==> src/design/mh2s_pkg.sv <==
// Shared types, constants and command structs of the murmur2 hash stream.
`default_nettype none
package mh2s_pkg;

   localparam int DATA_W     = 64;
   localparam int HALF_W     = 32;
   localparam int VB_W       = 4;
   localparam int LEN_W      = 32;
   localparam int CSR_IDX_W  = 1;
   localparam int CSR_DATA_W = 32;

   localparam logic [CSR_IDX_W-1:0] CSR_WIDE_MODE = 1'b0;
   localparam logic [CSR_IDX_W-1:0] CSR_HASH_SEED = 1'b1;

   localparam logic [HALF_W-1:0] SEED_RESET = 32'hc70f6907;
   localparam logic [DATA_W-1:0] MUL64      = 64'hc6a4a7935bd1e995;
   localparam logic [HALF_W-1:0] MUL_LO     = MUL64[HALF_W-1:0];
   localparam logic [HALF_W-1:0] MUL_HI     = MUL64[DATA_W-1:HALF_W];

   localparam int SHIFT_FIN64 = 47;
   localparam int SHIFT_MIX32 = 24;
   localparam int SHIFT_FIN_A = 13;
   localparam int SHIFT_FIN_B = 15;

   // multiplier operand A source
   typedef enum logic [2:0] {
      OPA_H_LO = 3'd0,
      OPA_H_HI = 3'd1,
      OPA_K_LO = 3'd2,
      OPA_K_HI = 3'd3,
      OPA_W_LO = 3'd4,
      OPA_W_HI = 3'd5,
      OPA_LEN  = 3'd6,
      OPA_ZERO = 3'd7
   } opa_sel_type;

   // partial product register action
   typedef enum logic [1:0] {
      P_HOLD  = 2'd0,
      P_LOAD  = 2'd1,
      P_ADDHI = 2'd2
   } p_op_type;

   // write-back action on the hash and key registers
   typedef enum logic [3:0] {
      WB_NONE        = 4'd0,
      WB_K_XS47      = 4'd1,
      WB_H_XOR_RES   = 4'd2,
      WB_H_RES       = 4'd3,
      WB_H_XS47      = 4'd4,
      WB_H_SEED_X    = 4'd5,
      WB_H_SHIFT47   = 4'd6,
      WB_H_XOR_W     = 4'd7,
      WB_K32_XS24    = 4'd8,
      WB_K32         = 4'd9,
      WB_H32_XORK    = 4'd10,
      WB_H32_SHIFT13 = 4'd11,
      WB_H32_XS15    = 4'd12
   } wb_op_type;

   typedef struct packed {
      opa_sel_type a_sel;
      logic        b_hi;
      p_op_type    p_op;
      wb_op_type   wb;
      logic        load_word;
      logic        load_len;
      logic        seed32;
      logic        load_rsp;
   } dp_cmd_type;

   typedef struct packed {
      logic full;
      logic ge4;
      logic zero;
   } dp_status_type;

   localparam dp_cmd_type CMD_NOP = '{
      a_sel: OPA_ZERO, b_hi: 1'b0, p_op: P_HOLD, wb: WB_NONE,
      load_word: 1'b0, load_len: 1'b0, seed32: 1'b0, load_rsp: 1'b0
   };

endpackage
`default_nettype wire

==> src/design/mh2s_if.sv <==
// Request and response channel interfaces of the murmur2 hash stream.
`default_nettype none
interface mh2s_req_if;
   import mh2s_pkg::*;

   logic              valid;
   logic              ready;
   logic [DATA_W-1:0] data_word;
   logic [VB_W-1:0]   valid_bytes;
   logic [LEN_W-1:0]  total_length;
   logic              first;
   logic              last;

   modport source (
      output valid, data_word, valid_bytes, total_length, first, last,
      input  ready
   );
   modport sink (
      input  valid, data_word, valid_bytes, total_length, first, last,
      output ready
   );
endinterface

interface mh2s_rsp_if;
   import mh2s_pkg::*;

   logic              valid;
   logic              ready;
   logic [DATA_W-1:0] hash_value;

   modport source (output valid, hash_value, input ready);
   modport sink (input valid, hash_value, output ready);
endinterface
`default_nettype wire

==> src/design/murmur2_hash_stream.sv <==
// Top level of the murmur2 hash stream (MurmurHash64A and MurmurHash2A forms).
// Per word, one 32x32 multiplier does all products, in both the 64-bit and the 32-bit form.
// In the 64-bit form a first word first mixes the length into the seed.
// A finished hash sits in an output register, so the next request is taken meanwhile.
// Synchronous active-high reset: idle, no message open, wide_mode 1, seed 0xc70f6907.
`default_nettype none
module murmur2_hash_stream (
   input  logic                              clock,
   input  logic                              reset,
   mh2s_req_if.sink                          req_chan,
   mh2s_rsp_if.source                        rsp_chan,
   input  logic                              csr_write_en,
   input  logic [mh2s_pkg::CSR_IDX_W-1:0]    csr_index,
   input  logic [mh2s_pkg::CSR_DATA_W-1:0]   csr_write_data
);
   import mh2s_pkg::*;

   // Configuration registers. The user must make writes only while the block is idle;
   // the block itself does not enforce this. The seed is read straight from here when a first request is mixed.
   logic              wide_mode_ff, wide_mode_in;
   logic [HALF_W-1:0] hash_seed_ff, hash_seed_in;

   always_comb begin
      wide_mode_in = wide_mode_ff;
      hash_seed_in = hash_seed_ff;
      if (csr_write_en) begin
         case (csr_index)
            CSR_WIDE_MODE: wide_mode_in = csr_write_data[0];
            CSR_HASH_SEED: hash_seed_in = csr_write_data[HALF_W-1:0];
            default:       ;
         endcase
      end
   end

   always_ff @(posedge clock) begin
      if (reset) begin
         wide_mode_ff <= 1'b1;
         hash_seed_ff <= SEED_RESET;
      end else begin
         wide_mode_ff <= wide_mode_in;
         hash_seed_ff <= hash_seed_in;
      end
   end

   // Controller <-> datapath: one command word per cycle out, the
   // byte-count class of the presented request back.
   dp_cmd_type    cmd;
   dp_status_type status;

   // The controller owns the handshakes. Ready is high only in its idle
   // state; a request outside an open message without first is taken
   // and dropped. The result valid bit belongs to the output register,
   // which is refilled once it is empty or being taken.
   mh2s_ctrl u_ctrl (
      .clock     (clock),
      .reset     (reset),
      .req_valid (req_chan.valid),
      .req_first (req_chan.first),
      .req_last  (req_chan.last),
      .req_ready (req_chan.ready),
      .rsp_ready (rsp_chan.ready),
      .rsp_valid (rsp_chan.valid),
      .wide_mode (wide_mode_ff),
      .status    (status),
      .cmd       (cmd)
   );

   // The datapath holds the masked word, the stored length, the running
   // hash, a key register, the partial-product register and the result.
   // 64-bit products are built as lo*lo, then lo*hi and hi*lo into the
   // upper half, one partial product a cycle.
   mh2s_datapath u_datapath (
      .clock        (clock),
      .cmd          (cmd),
      .data_word    (req_chan.data_word),
      .valid_bytes  (req_chan.valid_bytes),
      .total_length (req_chan.total_length),
      .req_last     (req_chan.last),
      .hash_seed    (hash_seed_ff),
      .status       (status),
      .hash_value   (rsp_chan.hash_value)
   );

endmodule
`default_nettype wire

==> src/design/mh2s_datapath.sv <==
// Hash datapath: word and length registers, shared 32x32 multiplier, hash state.
`default_nettype none
module mh2s_datapath (
   input  logic                           clock,
   input  mh2s_pkg::dp_cmd_type           cmd,
   input  logic [mh2s_pkg::DATA_W-1:0]    data_word,
   input  logic [mh2s_pkg::VB_W-1:0]      valid_bytes,
   input  logic [mh2s_pkg::LEN_W-1:0]     total_length,
   input  logic                           req_last,
   input  logic [mh2s_pkg::HALF_W-1:0]    hash_seed,
   output mh2s_pkg::dp_status_type        status,
   output logic [mh2s_pkg::DATA_W-1:0]    hash_value
);
   import mh2s_pkg::*;

   logic [DATA_W-1:0] h_ff, h_in;
   logic [DATA_W-1:0] k_ff, k_in;
   logic [DATA_W-1:0] w_ff, w_in;
   logic [DATA_W-1:0] p_ff, p_in;
   logic [LEN_W-1:0]  len_ff, len_in;
   logic [DATA_W-1:0] rsp_ff, rsp_in;

   logic [VB_W-1:0]   vb_eff;
   logic [DATA_W-1:0] byte_mask;
   logic [HALF_W-1:0] mul_a;
   logic [HALF_W-1:0] mul_b;
   logic [DATA_W-1:0] prod;
   logic [DATA_W-1:0] res64;
   logic [HALF_W-1:0] r32;
   logic [DATA_W-1:0] seed64;

   // short words only count on the last word; above eight means eight
   assign vb_eff = (!req_last || valid_bytes[VB_W-1]) ? VB_W'(8) : valid_bytes;

   always_comb begin
      for (int i = 0; i < 8; i++) begin
         byte_mask[i*8 +: 8] = (VB_W'(i) < vb_eff) ? 8'hff : 8'h00;
      end
   end

   assign status.full = vb_eff[VB_W-1];
   assign status.ge4  = vb_eff[VB_W-1] | vb_eff[VB_W-2];
   assign status.zero = (vb_eff == '0);

   always_comb begin
      case (cmd.a_sel)
         OPA_H_LO: mul_a = h_ff[HALF_W-1:0];
         OPA_H_HI: mul_a = h_ff[DATA_W-1:HALF_W];
         OPA_K_LO: mul_a = k_ff[HALF_W-1:0];
         OPA_K_HI: mul_a = k_ff[DATA_W-1:HALF_W];
         OPA_W_LO: mul_a = w_ff[HALF_W-1:0];
         OPA_W_HI: mul_a = w_ff[DATA_W-1:HALF_W];
         OPA_LEN:  mul_a = len_ff;
         default:  mul_a = '0;
      endcase
   end

   assign mul_b  = cmd.b_hi ? MUL_HI : MUL_LO;
   assign prod   = DATA_W'(mul_a) * DATA_W'(mul_b);
   // 64-bit product truncated: cross terms land in the upper half
   assign res64  = p_ff + {prod[HALF_W-1:0], {HALF_W{1'b0}}};
   assign r32    = prod[HALF_W-1:0];
   assign seed64 = {{HALF_W{1'b0}}, hash_seed};

   always_comb begin
      h_in   = h_ff;
      k_in   = k_ff;
      w_in   = w_ff;
      p_in   = p_ff;
      len_in = len_ff;
      rsp_in = rsp_ff;

      if (cmd.load_word) begin
         w_in = data_word & byte_mask;
      end
      if (cmd.load_len) begin
         len_in = total_length;
      end
      if (cmd.seed32) begin
         h_in = seed64;
      end

      case (cmd.p_op)
         P_LOAD:  p_in = prod;
         P_ADDHI: p_in = res64;
         default: p_in = p_ff;
      endcase

      case (cmd.wb)
         WB_K_XS47:      k_in = res64 ^ (res64 >> SHIFT_FIN64);
         WB_H_XOR_RES:   h_in = h_ff ^ res64;
         WB_H_RES:       h_in = res64;
         WB_H_XS47:      h_in = res64 ^ (res64 >> SHIFT_FIN64);
         WB_H_SEED_X:    h_in = seed64 ^ res64;
         WB_H_SHIFT47:   h_in = h_ff ^ (h_ff >> SHIFT_FIN64);
         WB_H_XOR_W:     h_in = h_ff ^ w_ff;
         WB_K32_XS24:    k_in = {{HALF_W{1'b0}}, r32 ^ (r32 >> SHIFT_MIX32)};
         WB_K32:         k_in = {{HALF_W{1'b0}}, r32};
         WB_H32_XORK:    h_in = {{HALF_W{1'b0}}, r32 ^ k_ff[HALF_W-1:0]};
         WB_H32_SHIFT13: h_in = {{HALF_W{1'b0}},
                                 h_ff[HALF_W-1:0] ^ (h_ff[HALF_W-1:0] >> SHIFT_FIN_A)};
         WB_H32_XS15:    h_in = {{HALF_W{1'b0}}, r32 ^ (r32 >> SHIFT_FIN_B)};
         default:        ;
      endcase

      if (cmd.load_rsp) begin
         rsp_in = h_ff;
      end
   end

   always_ff @(posedge clock) begin
      h_ff   <= h_in;
      k_ff   <= k_in;
      w_ff   <= w_in;
      p_ff   <= p_in;
      len_ff <= len_in;
      rsp_ff <= rsp_in;
   end

   assign hash_value = rsp_ff;

endmodule
`default_nettype wire

==> src/design/mh2s_ctrl.sv <==
// Sequencer for the murmur2 hash stream: steps the datapath through each word.
`default_nettype none
module mh2s_ctrl (
   input  logic                     clock,
   input  logic                     reset,
   input  logic                     req_valid,
   input  logic                     req_first,
   input  logic                     req_last,
   output logic                     req_ready,
   input  logic                     rsp_ready,
   output logic                     rsp_valid,
   input  logic                     wide_mode,
   input  mh2s_pkg::dp_status_type  status,
   output mh2s_pkg::dp_cmd_type     cmd
);
   import mh2s_pkg::*;

   typedef enum logic [7:0] {
      ST_IDLE  = 8'b0000_0001,
      ST_SEED  = 8'b0000_0010,
      ST_WBLK  = 8'b0000_0100,
      ST_WTAIL = 8'b0000_1000,
      ST_WFIN  = 8'b0001_0000,
      ST_NMIX  = 8'b0010_0000,
      ST_NFIN  = 8'b0100_0000,
      ST_DONE  = 8'b1000_0000
   } state_type;

   typedef enum logic [1:0] {
      SRC_LO   = 2'd0,
      SRC_HI   = 2'd1,
      SRC_ZERO = 2'd2,
      SRC_LEN  = 2'd3
   } mix_src_type;

   state_type   state_ff, state_in;
   logic [1:0]  sub_ff, sub_in;
   logic [1:0]  pass_ff, pass_in;
   mix_src_type src_ff, src_in;
   logic        wide_ff, wide_in;
   logic        last_ff, last_in;
   logic        full_ff, full_in;
   logic        ge4_ff, ge4_in;
   logic        zero_ff, zero_in;
   logic        msg_ff, msg_in;
   logic        rsp_valid_ff, rsp_valid_in;

   // one third of a 64x64 truncated multiply per cycle
   function automatic dp_cmd_type mul64_cmd(input opa_sel_type lo_sel,
                                            input opa_sel_type hi_sel,
                                            input logic [1:0]  sub,
                                            input wb_op_type   wb);
      dp_cmd_type c;
      c = CMD_NOP;
      case (sub)
         2'd0: begin
            c.a_sel = lo_sel;
            c.p_op  = P_LOAD;
         end
         2'd1: begin
            c.a_sel = lo_sel;
            c.b_hi  = 1'b1;
            c.p_op  = P_ADDHI;
         end
         default: begin
            c.a_sel = hi_sel;
            c.wb    = wb;
         end
      endcase
      return c;
   endfunction

   function automatic state_type work_state(input logic wide, input logic full,
                                            input logic zero);
      state_type s;
      if (!wide) begin
         s = ST_NMIX;
      end else if (full) begin
         s = ST_WBLK;
      end else if (zero) begin
         s = ST_WFIN;
      end else begin
         s = ST_WTAIL;
      end
      return s;
   endfunction

   function automatic opa_sel_type src_opa(input mix_src_type s);
      opa_sel_type o;
      case (s)
         SRC_LO:   o = OPA_W_LO;
         SRC_HI:   o = OPA_W_HI;
         SRC_ZERO: o = OPA_ZERO;
         default:  o = OPA_LEN;
      endcase
      return o;
   endfunction

   always_comb begin
      state_in     = state_ff;
      sub_in       = sub_ff + 2'd1;
      pass_in      = pass_ff;
      src_in       = src_ff;
      wide_in      = wide_ff;
      last_in      = last_ff;
      full_in      = full_ff;
      ge4_in       = ge4_ff;
      zero_in      = zero_ff;
      msg_in       = msg_ff;
      rsp_valid_in = rsp_valid_ff && !rsp_ready;
      cmd          = CMD_NOP;

      case (state_ff)
         ST_IDLE: begin
            sub_in  = 2'd0;
            pass_in = 2'd0;
            src_in  = SRC_LO;
            // words outside a message are taken and dropped
            if (req_valid && (req_first || msg_ff)) begin
               cmd.load_word = 1'b1;
               wide_in       = wide_mode;
               last_in       = req_last;
               full_in       = status.full;
               ge4_in        = status.ge4;
               zero_in       = status.zero;
               msg_in        = 1'b1;
               if (req_first) begin
                  cmd.load_len = 1'b1;
                  if (wide_mode) begin
                     state_in = ST_SEED;
                  end else begin
                     cmd.seed32 = 1'b1;
                     state_in   = ST_NMIX;
                  end
               end else begin
                  state_in = work_state(wide_mode, status.full, status.zero);
               end
            end
         end

         ST_SEED: begin
            cmd.a_sel = OPA_LEN;
            if (sub_ff == 2'd0) begin
               cmd.p_op = P_LOAD;
            end else begin
               cmd.b_hi = 1'b1;
               cmd.wb   = WB_H_SEED_X;
               sub_in   = 2'd0;
               state_in = work_state(wide_ff, full_ff, zero_ff);
            end
         end

         ST_WBLK: begin
            case (pass_ff)
               2'd0:    cmd = mul64_cmd(OPA_W_LO, OPA_W_HI, sub_ff, WB_K_XS47);
               2'd1:    cmd = mul64_cmd(OPA_K_LO, OPA_K_HI, sub_ff, WB_H_XOR_RES);
               default: cmd = mul64_cmd(OPA_H_LO, OPA_H_HI, sub_ff, WB_H_RES);
            endcase
            if (sub_ff == 2'd2) begin
               sub_in  = 2'd0;
               pass_in = pass_ff + 2'd1;
               if (pass_ff == 2'd2) begin
                  pass_in  = 2'd0;
                  state_in = last_ff ? ST_WFIN : ST_IDLE;
               end
            end
         end

         ST_WTAIL: begin
            if (pass_ff == 2'd0) begin
               cmd.wb  = WB_H_XOR_W;
               sub_in  = 2'd0;
               pass_in = 2'd1;
            end else begin
               cmd = mul64_cmd(OPA_H_LO, OPA_H_HI, sub_ff, WB_H_RES);
               if (sub_ff == 2'd2) begin
                  sub_in   = 2'd0;
                  pass_in  = 2'd0;
                  state_in = ST_WFIN;
               end
            end
         end

         ST_WFIN: begin
            if (pass_ff == 2'd0) begin
               cmd.wb  = WB_H_SHIFT47;
               sub_in  = 2'd0;
               pass_in = 2'd1;
            end else begin
               cmd = mul64_cmd(OPA_H_LO, OPA_H_HI, sub_ff, WB_H_XS47);
               if (sub_ff == 2'd2) begin
                  sub_in   = 2'd0;
                  pass_in  = 2'd0;
                  state_in = ST_DONE;
               end
            end
         end

         ST_NMIX: begin
            case (sub_ff)
               2'd0: begin
                  cmd.a_sel = src_opa(src_ff);
                  cmd.wb    = WB_K32_XS24;
               end
               2'd1: begin
                  cmd.a_sel = OPA_K_LO;
                  cmd.wb    = WB_K32;
               end
               default: begin
                  cmd.a_sel = OPA_H_LO;
                  cmd.wb    = WB_H32_XORK;
                  sub_in    = 2'd0;
                  // block order: low half, high half, tail, length
                  case (src_ff)
                     SRC_LO: begin
                        src_in = ge4_ff ? SRC_HI : SRC_LEN;
                     end
                     SRC_HI: begin
                        if (!last_ff) begin
                           state_in = ST_IDLE;
                        end else begin
                           src_in = full_ff ? SRC_ZERO : SRC_LEN;
                        end
                     end
                     SRC_ZERO: begin
                        src_in = SRC_LEN;
                     end
                     default: begin
                        state_in = ST_NFIN;
                     end
                  endcase
               end
            endcase
         end

         ST_NFIN: begin
            if (sub_ff == 2'd0) begin
               cmd.wb = WB_H32_SHIFT13;
            end else begin
               cmd.a_sel = OPA_H_LO;
               cmd.wb    = WB_H32_XS15;
               sub_in    = 2'd0;
               state_in  = ST_DONE;
            end
         end

         ST_DONE: begin
            sub_in = 2'd0;
            if (!rsp_valid_ff || rsp_ready) begin
               cmd.load_rsp = 1'b1;
               rsp_valid_in = 1'b1;
               msg_in       = 1'b0;
               state_in     = ST_IDLE;
            end
         end

         default: begin
            sub_in   = 2'd0;
            state_in = ST_IDLE;
         end
      endcase
   end

   always_ff @(posedge clock) begin
      if (reset) begin
         state_ff     <= ST_IDLE;
         sub_ff       <= 2'd0;
         pass_ff      <= 2'd0;
         src_ff       <= SRC_LO;
         wide_ff      <= 1'b1;
         last_ff      <= 1'b0;
         full_ff      <= 1'b0;
         ge4_ff       <= 1'b0;
         zero_ff      <= 1'b0;
         msg_ff       <= 1'b0;
         rsp_valid_ff <= 1'b0;
      end else begin
         state_ff     <= state_in;
         sub_ff       <= sub_in;
         pass_ff      <= pass_in;
         src_ff       <= src_in;
         wide_ff      <= wide_in;
         last_ff      <= last_in;
         full_ff      <= full_in;
         ge4_ff       <= ge4_in;
         zero_ff      <= zero_in;
         msg_ff       <= msg_in;
         rsp_valid_ff <= rsp_valid_in;
      end
   end

   assign req_ready = (state_ff == ST_IDLE);
   assign rsp_valid = rsp_valid_ff;

endmodule
`default_nettype wire

==> src/flat_wrapper.sv <==
// flat-port wrapper written by rule: the top's interface ports become plain ports
module murmur2_hash_stream_flat import mh2s_pkg::*;
  (clock, reset, csr_write_en, csr_index, csr_write_data, req_chan_valid, req_chan_data_word, req_chan_valid_bytes, req_chan_total_length, req_chan_first, req_chan_last, req_chan_ready, rsp_chan_valid, rsp_chan_hash_value, rsp_chan_ready);
  mh2s_req_if req_chan_i ();
  mh2s_rsp_if rsp_chan_i ();
  input  logic clock;
  input  logic reset;
  input  logic csr_write_en;
  input  logic [mh2s_pkg::CSR_IDX_W-1:0] csr_index;
  input  logic [mh2s_pkg::CSR_DATA_W-1:0] csr_write_data;
  input wire logic [$bits(req_chan_i.valid)-1:0] req_chan_valid;
  input wire logic [$bits(req_chan_i.data_word)-1:0] req_chan_data_word;
  input wire logic [$bits(req_chan_i.valid_bytes)-1:0] req_chan_valid_bytes;
  input wire logic [$bits(req_chan_i.total_length)-1:0] req_chan_total_length;
  input wire logic [$bits(req_chan_i.first)-1:0] req_chan_first;
  input wire logic [$bits(req_chan_i.last)-1:0] req_chan_last;
  output wire logic [$bits(req_chan_i.ready)-1:0] req_chan_ready;
  output wire logic [$bits(rsp_chan_i.valid)-1:0] rsp_chan_valid;
  output wire logic [$bits(rsp_chan_i.hash_value)-1:0] rsp_chan_hash_value;
  input wire logic [$bits(rsp_chan_i.ready)-1:0] rsp_chan_ready;
  assign req_chan_i.valid = req_chan_valid;
  assign req_chan_i.data_word = req_chan_data_word;
  assign req_chan_i.valid_bytes = req_chan_valid_bytes;
  assign req_chan_i.total_length = req_chan_total_length;
  assign req_chan_i.first = req_chan_first;
  assign req_chan_i.last = req_chan_last;
  assign req_chan_ready = req_chan_i.ready;
  assign rsp_chan_valid = rsp_chan_i.valid;
  assign rsp_chan_hash_value = rsp_chan_i.hash_value;
  assign rsp_chan_i.ready = rsp_chan_ready;
  murmur2_hash_stream u_core (.clock(clock), .reset(reset), .req_chan(req_chan_i), .rsp_chan(rsp_chan_i), .csr_write_en(csr_write_en), .csr_index(csr_index), .csr_write_data(csr_write_data));
endmodule
==> config.mk <==
export PLATFORM = sky130hd
export DESIGN_NAME = murmur2_hash_stream_flat
export DESIGN_NICKNAME = d
export VERILOG_FILES = /design/src/design/mh2s_pkg.sv /design/src/design/mh2s_if.sv /design/src/design/murmur2_hash_stream.sv /design/src/design/mh2s_datapath.sv /design/src/design/mh2s_ctrl.sv /design/src/flat_wrapper.sv
export SDC_FILE = /design/constraint.sdc
export NUM_CORES = 2
export LEC_CHECK = 0
export BUFFER_PORTS_ARGS = -buffer_cell sky130_fd_sc_hd__buf_4
export CAP_MARGIN = 20
export CORE_MARGIN = 2
export CORE_UTILIZATION = 55
export CTS_BUF_LIST = sky130_fd_sc_hd__clkbuf_16
export CTS_CLUSTER_SIZE = 10
export DETAILED_ROUTE_END_ITERATION = 6
export PLACE_DENSITY_LB_ADDON = 0.08
export SLEW_MARGIN = 20
export SYNTH_ARGS = -nofsm -noshare
export SYNTH_HDL_FRONTEND = slang
export SYNTH_HIERARCHICAL = 1
export SYNTH_SLANG_ARGS = --single-unit
==> constraint.sdc <==
create_clock -name clock -period 14 [get_ports clock]
set_clock_uncertainty 0.2 [all_clocks]
set_input_delay 2.1 -clock clock [delete_from_list [all_inputs] [get_ports clock]]
set_output_delay 2.1 -clock clock [all_outputs]
set_load 0.01 [all_outputs]
* Yosys cells after proc, flatten, opt, wreduce, memory -nomap -nowiden *
Index checks and enable logic that the tools add are counted.

cells by class
  add/subtract/negate cells = 3
  multipliers = 1
  $lt $le $gt $ge = 8
  eq/ne operators = 50
  multiplexer cells = 89
  bitwise gates (word level) = 12
  reductions and logical operators = 30

operators with widths
  cell                  count
  $pmux W64 S9          1
  $pmux W32 S7          1
  $pmux W64 S3          1
  $mux W8               23
  $pmux W64 S2          1
  $xor A64 B17 Y64      2
  $xor A64 B64 Y64      2
  $add A64 B64 Y64      1
  $and A64 B64 Y64      1
  $mul A32 B32 Y64      1
  $mux W64              1
  $pmux W8 S8           1
  $xor A32 B64 Y64      1
  $mux W32              1
  $xor A32 B17 Y32      1
  $xor A32 B19 Y32      1
  $xor A32 B32 Y32      1
  $xor A32 B8 Y32       1
  $mux W2               14
  $pmux W14 S2          1
  $pmux W4 S6           1
  $ne A2 B2 Y1 const B  11
  $eq A4 B4 Y1 const B  5
  $mux W5               4
  52 further kinds      115

word-level totals
  bits in registers = 406
  bits of input ports = 140
  output and inout bits = 66
  logic and storage cells = 212

* Logic depth before layout (Yosys ltp) *
  depth after elaboration = 11
  mapped depth = 53
  gate-level depth less buffers = 47

* By module *
Netlist, hierarchy kept.

by module, submodules not included
  module               times used  cells each  area an instance (sq um)  seq. area each (sq um)
  mh2s_datapath        1           4192        44007.2                   10570.1
  mh2s_ctrl            1           215         1721.7                    420.4
  murmur2_hash_stream  1           133         1353.8                    660.6

* Least setup slack after synthesis *
No wires, ideal clock.

  path type = register to register
  start = register u_core.u_ctrl.state_ff[6]
  end = register u_core.u_datapath.h_ff[63] (data pin)
  setup time = 0.261 ns
  arrival = 11.565 ns
  data required time = 13.539 ns
  slack = 1.974 ns
  cell stages (with the launch flop) = 45
  buffers on the path = 6
  period minus slack after synthesis = 12.026 ns
  path through = dfxtp_1 > buf_6 > or4_4 > nor4_4 > a211oi_1 > o311ai_1 > clkbuf_1 > buf_2 > buf_1 > mux4_2 > o21ai_0 > inv_1 > nand2_1 > inv_1 > ha_1 > inv_1 > fa_1 > inv_1 > [... 9 more ...] > buf_2 > nand2_1 > o21ai_0 > nor3_1 > and2_1 > a221o_1 > o21ba_2 > xor2_2 > inv_1 > ha_1 > clkbuf_1 > a21o_1 > a21oi_1 > o21ai_0 > a211oi_4 > xor2_2 > o311ai_1 > a311o_1

RTL lines
  item                    RTL line              text
  from (decl)             mh2s_ctrl.sv:36       state_type state_ff, state_in;
  from (signal assigned)  mh2s_ctrl.sv:278      state_ff <= state_in;
  to (signal assigned)    mh2s_datapath.sv:112  h_ff <= h_in;
  to (decl)               mh2s_datapath.sv:16   logic [DATA_W-1:0] h_ff, h_in;

==> out/qor.txt <==
status -> finished, violations left
violated checks -> DRC
Skew-Pair Late Insertion Delay -> 590 ps
Slew Viols, Final -> 0
Total GRT Usage -> 38.7%
hold_ws -> 308 ps
register clock-pin slew on the reported worst setup and hold paths -> 60 ps
first-pass GRT wire length -> 244000 um
Yosys reg bits -> 406
Post-synth ARST share -> 0%
CTS root buffer -> clkbuf_16
r2r startpoint -> u_core/u_ctrl/state_ff[6]
mux cell area share after synthesis -> 2.91%
share of cells above drive strength 1 -> 11.0%
GR Overflow Total -> 0
Worst Hold End -> u_core/u_ctrl/msg_ff
Post-synth EDFFs -> 352
Worst EP required -> 14140 ps
PortBufs -> 205
Slew HR -> 16.9%
# setup viols final -> 0
remaining antenna violation count after routing -> 0
CTS tree -> done
per-cell routed wire length -> 28.5 um
Compound-Gate Fraction of Synth Area -> 12.2%
Synth Area in Simple Gates -> 8.91%
Setup Fix Bufs, Post-CTS -> 0
CP startpoint kind -> flip-flop
Num CTS Buffers -> 46
CTS H-tree depth -> 2
post-layout minimum cycle time -> 13620 ps
largest family of logic cells by synthesized area -> adder cells
detailed-route via count -> 36311
final hold vios -> 0
r2r setup slk -> 380 ps
Starting Density -> 55.4%
vias in the first global route -> 35520
most frequent cell after synthesis -> inv_1
row count -> 107
reg2reg end -> u_core/u_datapath/h_ff[9]
adder-cell share of the synthesized area -> 38.6%
top post-synthesis cells by area -> fa_1 (27%), edfxtp_1 (22%), ha_1 (12%)
CP dominant cell by count -> inv_1
hold depth -> 2
IO Pins -> 206
slowest stage cell, crit path -> nor2_1
Routed WL -> 169000 um
Avg Cell Area, Syn -> 10.4 um^2
post-synth top area share -> 26.8%
pin count of the biggest net entering global routing -> 61
clock tree sinks -> 406
die height -> 297 um
Hold Crit Class -> flip-flop to flip-flop
reg2reg path depth -> 43
DP HPWL -> 139000 um
Synth Instances -> 4540
Synth Flop Type -> edfxtp_1
DR vias/cell -> 6.13
die width -> 297 um
Placer Congestion -> 1.02
CP peak stage delay -> 840 ps
initial DRC count -> 4511
Worst Setup End Kind -> flip-flop
YS warnings -> 6
Yosys cell types -> 115
Post-synth top cells -> inv_1 (828), fa_1 (630), ha_1 (444)
Post-Synth XOR/XNOR Area -> 4.31%
hold wc startpoint -> u_core/u_ctrl/msg_ff
mapped cell area -> 47100 um^2
Final #Nets -> 5967
full die area -> 88000 um^2
RSZ-0062 raised after global routing -> no
worst slew pin tran -> 1240 ps
setup TNS -> 0 ps
Max-Cap Viols -> 0
Seq/Total Area, Yosys -> 24.7%
Core Area -> 85000 um^2
Yosys top cell by area -> fa_1
P&R area growth vs syn -> 9.92%
DRC Markers -> 1
drt first pass iters -> 7
clock buffer depth -> 3
FMAX -> 73.4 MHz
CP arrival -> 13760 ps
initial antenna violation count -> 7
critical path peak fanout -> 18
fin crit share -> 97.3%
critical path class -> flip-flop to flip-flop
critical path: cells and delay by family, from the launching register on:
family | cells | cell delay (ps)
adders and majority gates | 10 | 3970
xor gates and xnor gates | 2 | 580
buffers and inverters | 9 | 1540
AOI/OAI and AO/OA | 10 | 2310
and+or+nand+nor | 12 | 4350
DFF | 1 | 410
layout by cell type (no fill, tap or decap), types with 22 or more instances in the layout:
master / n
a21o_1: 63
a21oi_1: 186
a221o_1: 32
a221oi_1: 51
and2_1: 69
and3_1: 28
buf_4: 342
clkbuf_16: 46
dfxtp_1: 54
edfxtp_1: 352
fa_1: 630
ha_1: 443
inv_1: 854
mux2_2: 22
mux2i_1: 75
nand2_1: 299
nand3_1: 54
nor2_1: 229
nor2b_1: 38
nor3_1: 29
o21ai_0: 169
o21bai_1: 25
o221ai_1: 36
o22ai_1: 38
xnor2_1: 135
xor2_1: 75
stage by stage:
step | instances | area [um^2] | util [%] | setup WS, ps
6_report | 5927 | 51800 | 60.9 | 377
5_1_grt | 5926 | 51800 | 60.9 | 3.29
4_1_cts | 5923 | 51700 | 60.8 | 738
3_5_place_dp | 5846 | 50400 | 59.3 | 775
3_3_place_gp | 5846 | 50400 | 59.3 | 662
2_1_floorplan | 4544 | 47100 | - | 1970
worst max path at each step:
| stage | from | to | slack (ps) | cells after the start |
|---|---|---|---|---|
| final | u_core/u_ctrl/state_ff[6] | u_core/u_datapath/h_ff[9] | 380 | 43 |
| after global routing | u_core/u_ctrl/state_ff[1] | u_core/u_datapath/h_ff[11] | 3 | 46 |
| after CTS | u_core/u_ctrl/state_ff[2] | u_core/u_datapath/h_ff[9] | 740 | 43 |
| after detailed placement | u_core/u_ctrl/state_ff[6] | u_core/u_datapath/h_ff[9] | 780 | 43 |
| after global placement | u_core/u_ctrl/state_ff[2] | u_core/u_datapath/h_ff[9] | 660 | 43 |
| after floorplan | u_core/u_ctrl/state_ff[6] | u_core/u_datapath/h_ff[63] | 1970 | 44 |
per-layer routing:
metal / part of all wire [%] / up-vias / wire (um) / global-route usage (%)
met5: 0.017 / - / 29 / 0
met4: 4.2 / 4 / 7050 / 13.0
met3: 11 / 363 / 19400 / 9.68
met2: 43 / 2164 / 72200 / 56.7
met1: 42 / 18110 / 70500 / 56.3
li1: - / 15670 / - / -
state kept, by name (all words and copies together) (netlist names), 2 cells and up:
name / cells
u_core/u_datapath/p_ff: 64
u_core/u_datapath/w_ff: 64
u_core/u_datapath/h_ff: 64
u_core/hash_seed_ff: 32
u_core/u_ctrl/state_ff: 8
u_core/u_ctrl/pass_ff: 2
u_core/u_datapath/hash_value: 64
u_core/u_datapath/len_ff: 32
u_core/u_datapath/k_ff: 64
u_core/u_ctrl/src_ff: 2
u_core/u_ctrl/sub_ff: 2
kinds of logic (layout without fill, tap and decap cells):
logic type | Yosys count | in the layout
flip-flops | 406 | 406
other | 2 | 7
XOR/XNOR | 221 | 221
buffers and inverters | 1018 | 1256
AND/OR/NAND/NOR | 877 | 877
AO/OA/AOI/OAI | 828 | 828
multiplexers | 114 | 114
adder cells (fa/ha/maj) | 1074 | 1074
final cells by class:
type	count	area, um^2
fill	7272	33300
multi-input combinational	3120	31600
sequential	406	11700
inverter	834	3130
timing repair buffer	345	2610
tap	1144	1430
clock buffer	46	1150
clock inverter	31	140
antenna	1	2.50
timing repair:
item,4_1_cts,5_1_grt
hold buffers,0,0
endpoints found under the hold margin,0,0
resized for setup,0,1
setup endpoints to repair,0,3
Power is not shown: default switching activity piles up to over one toggle a cycle in this logic, so the estimate is an artifact.
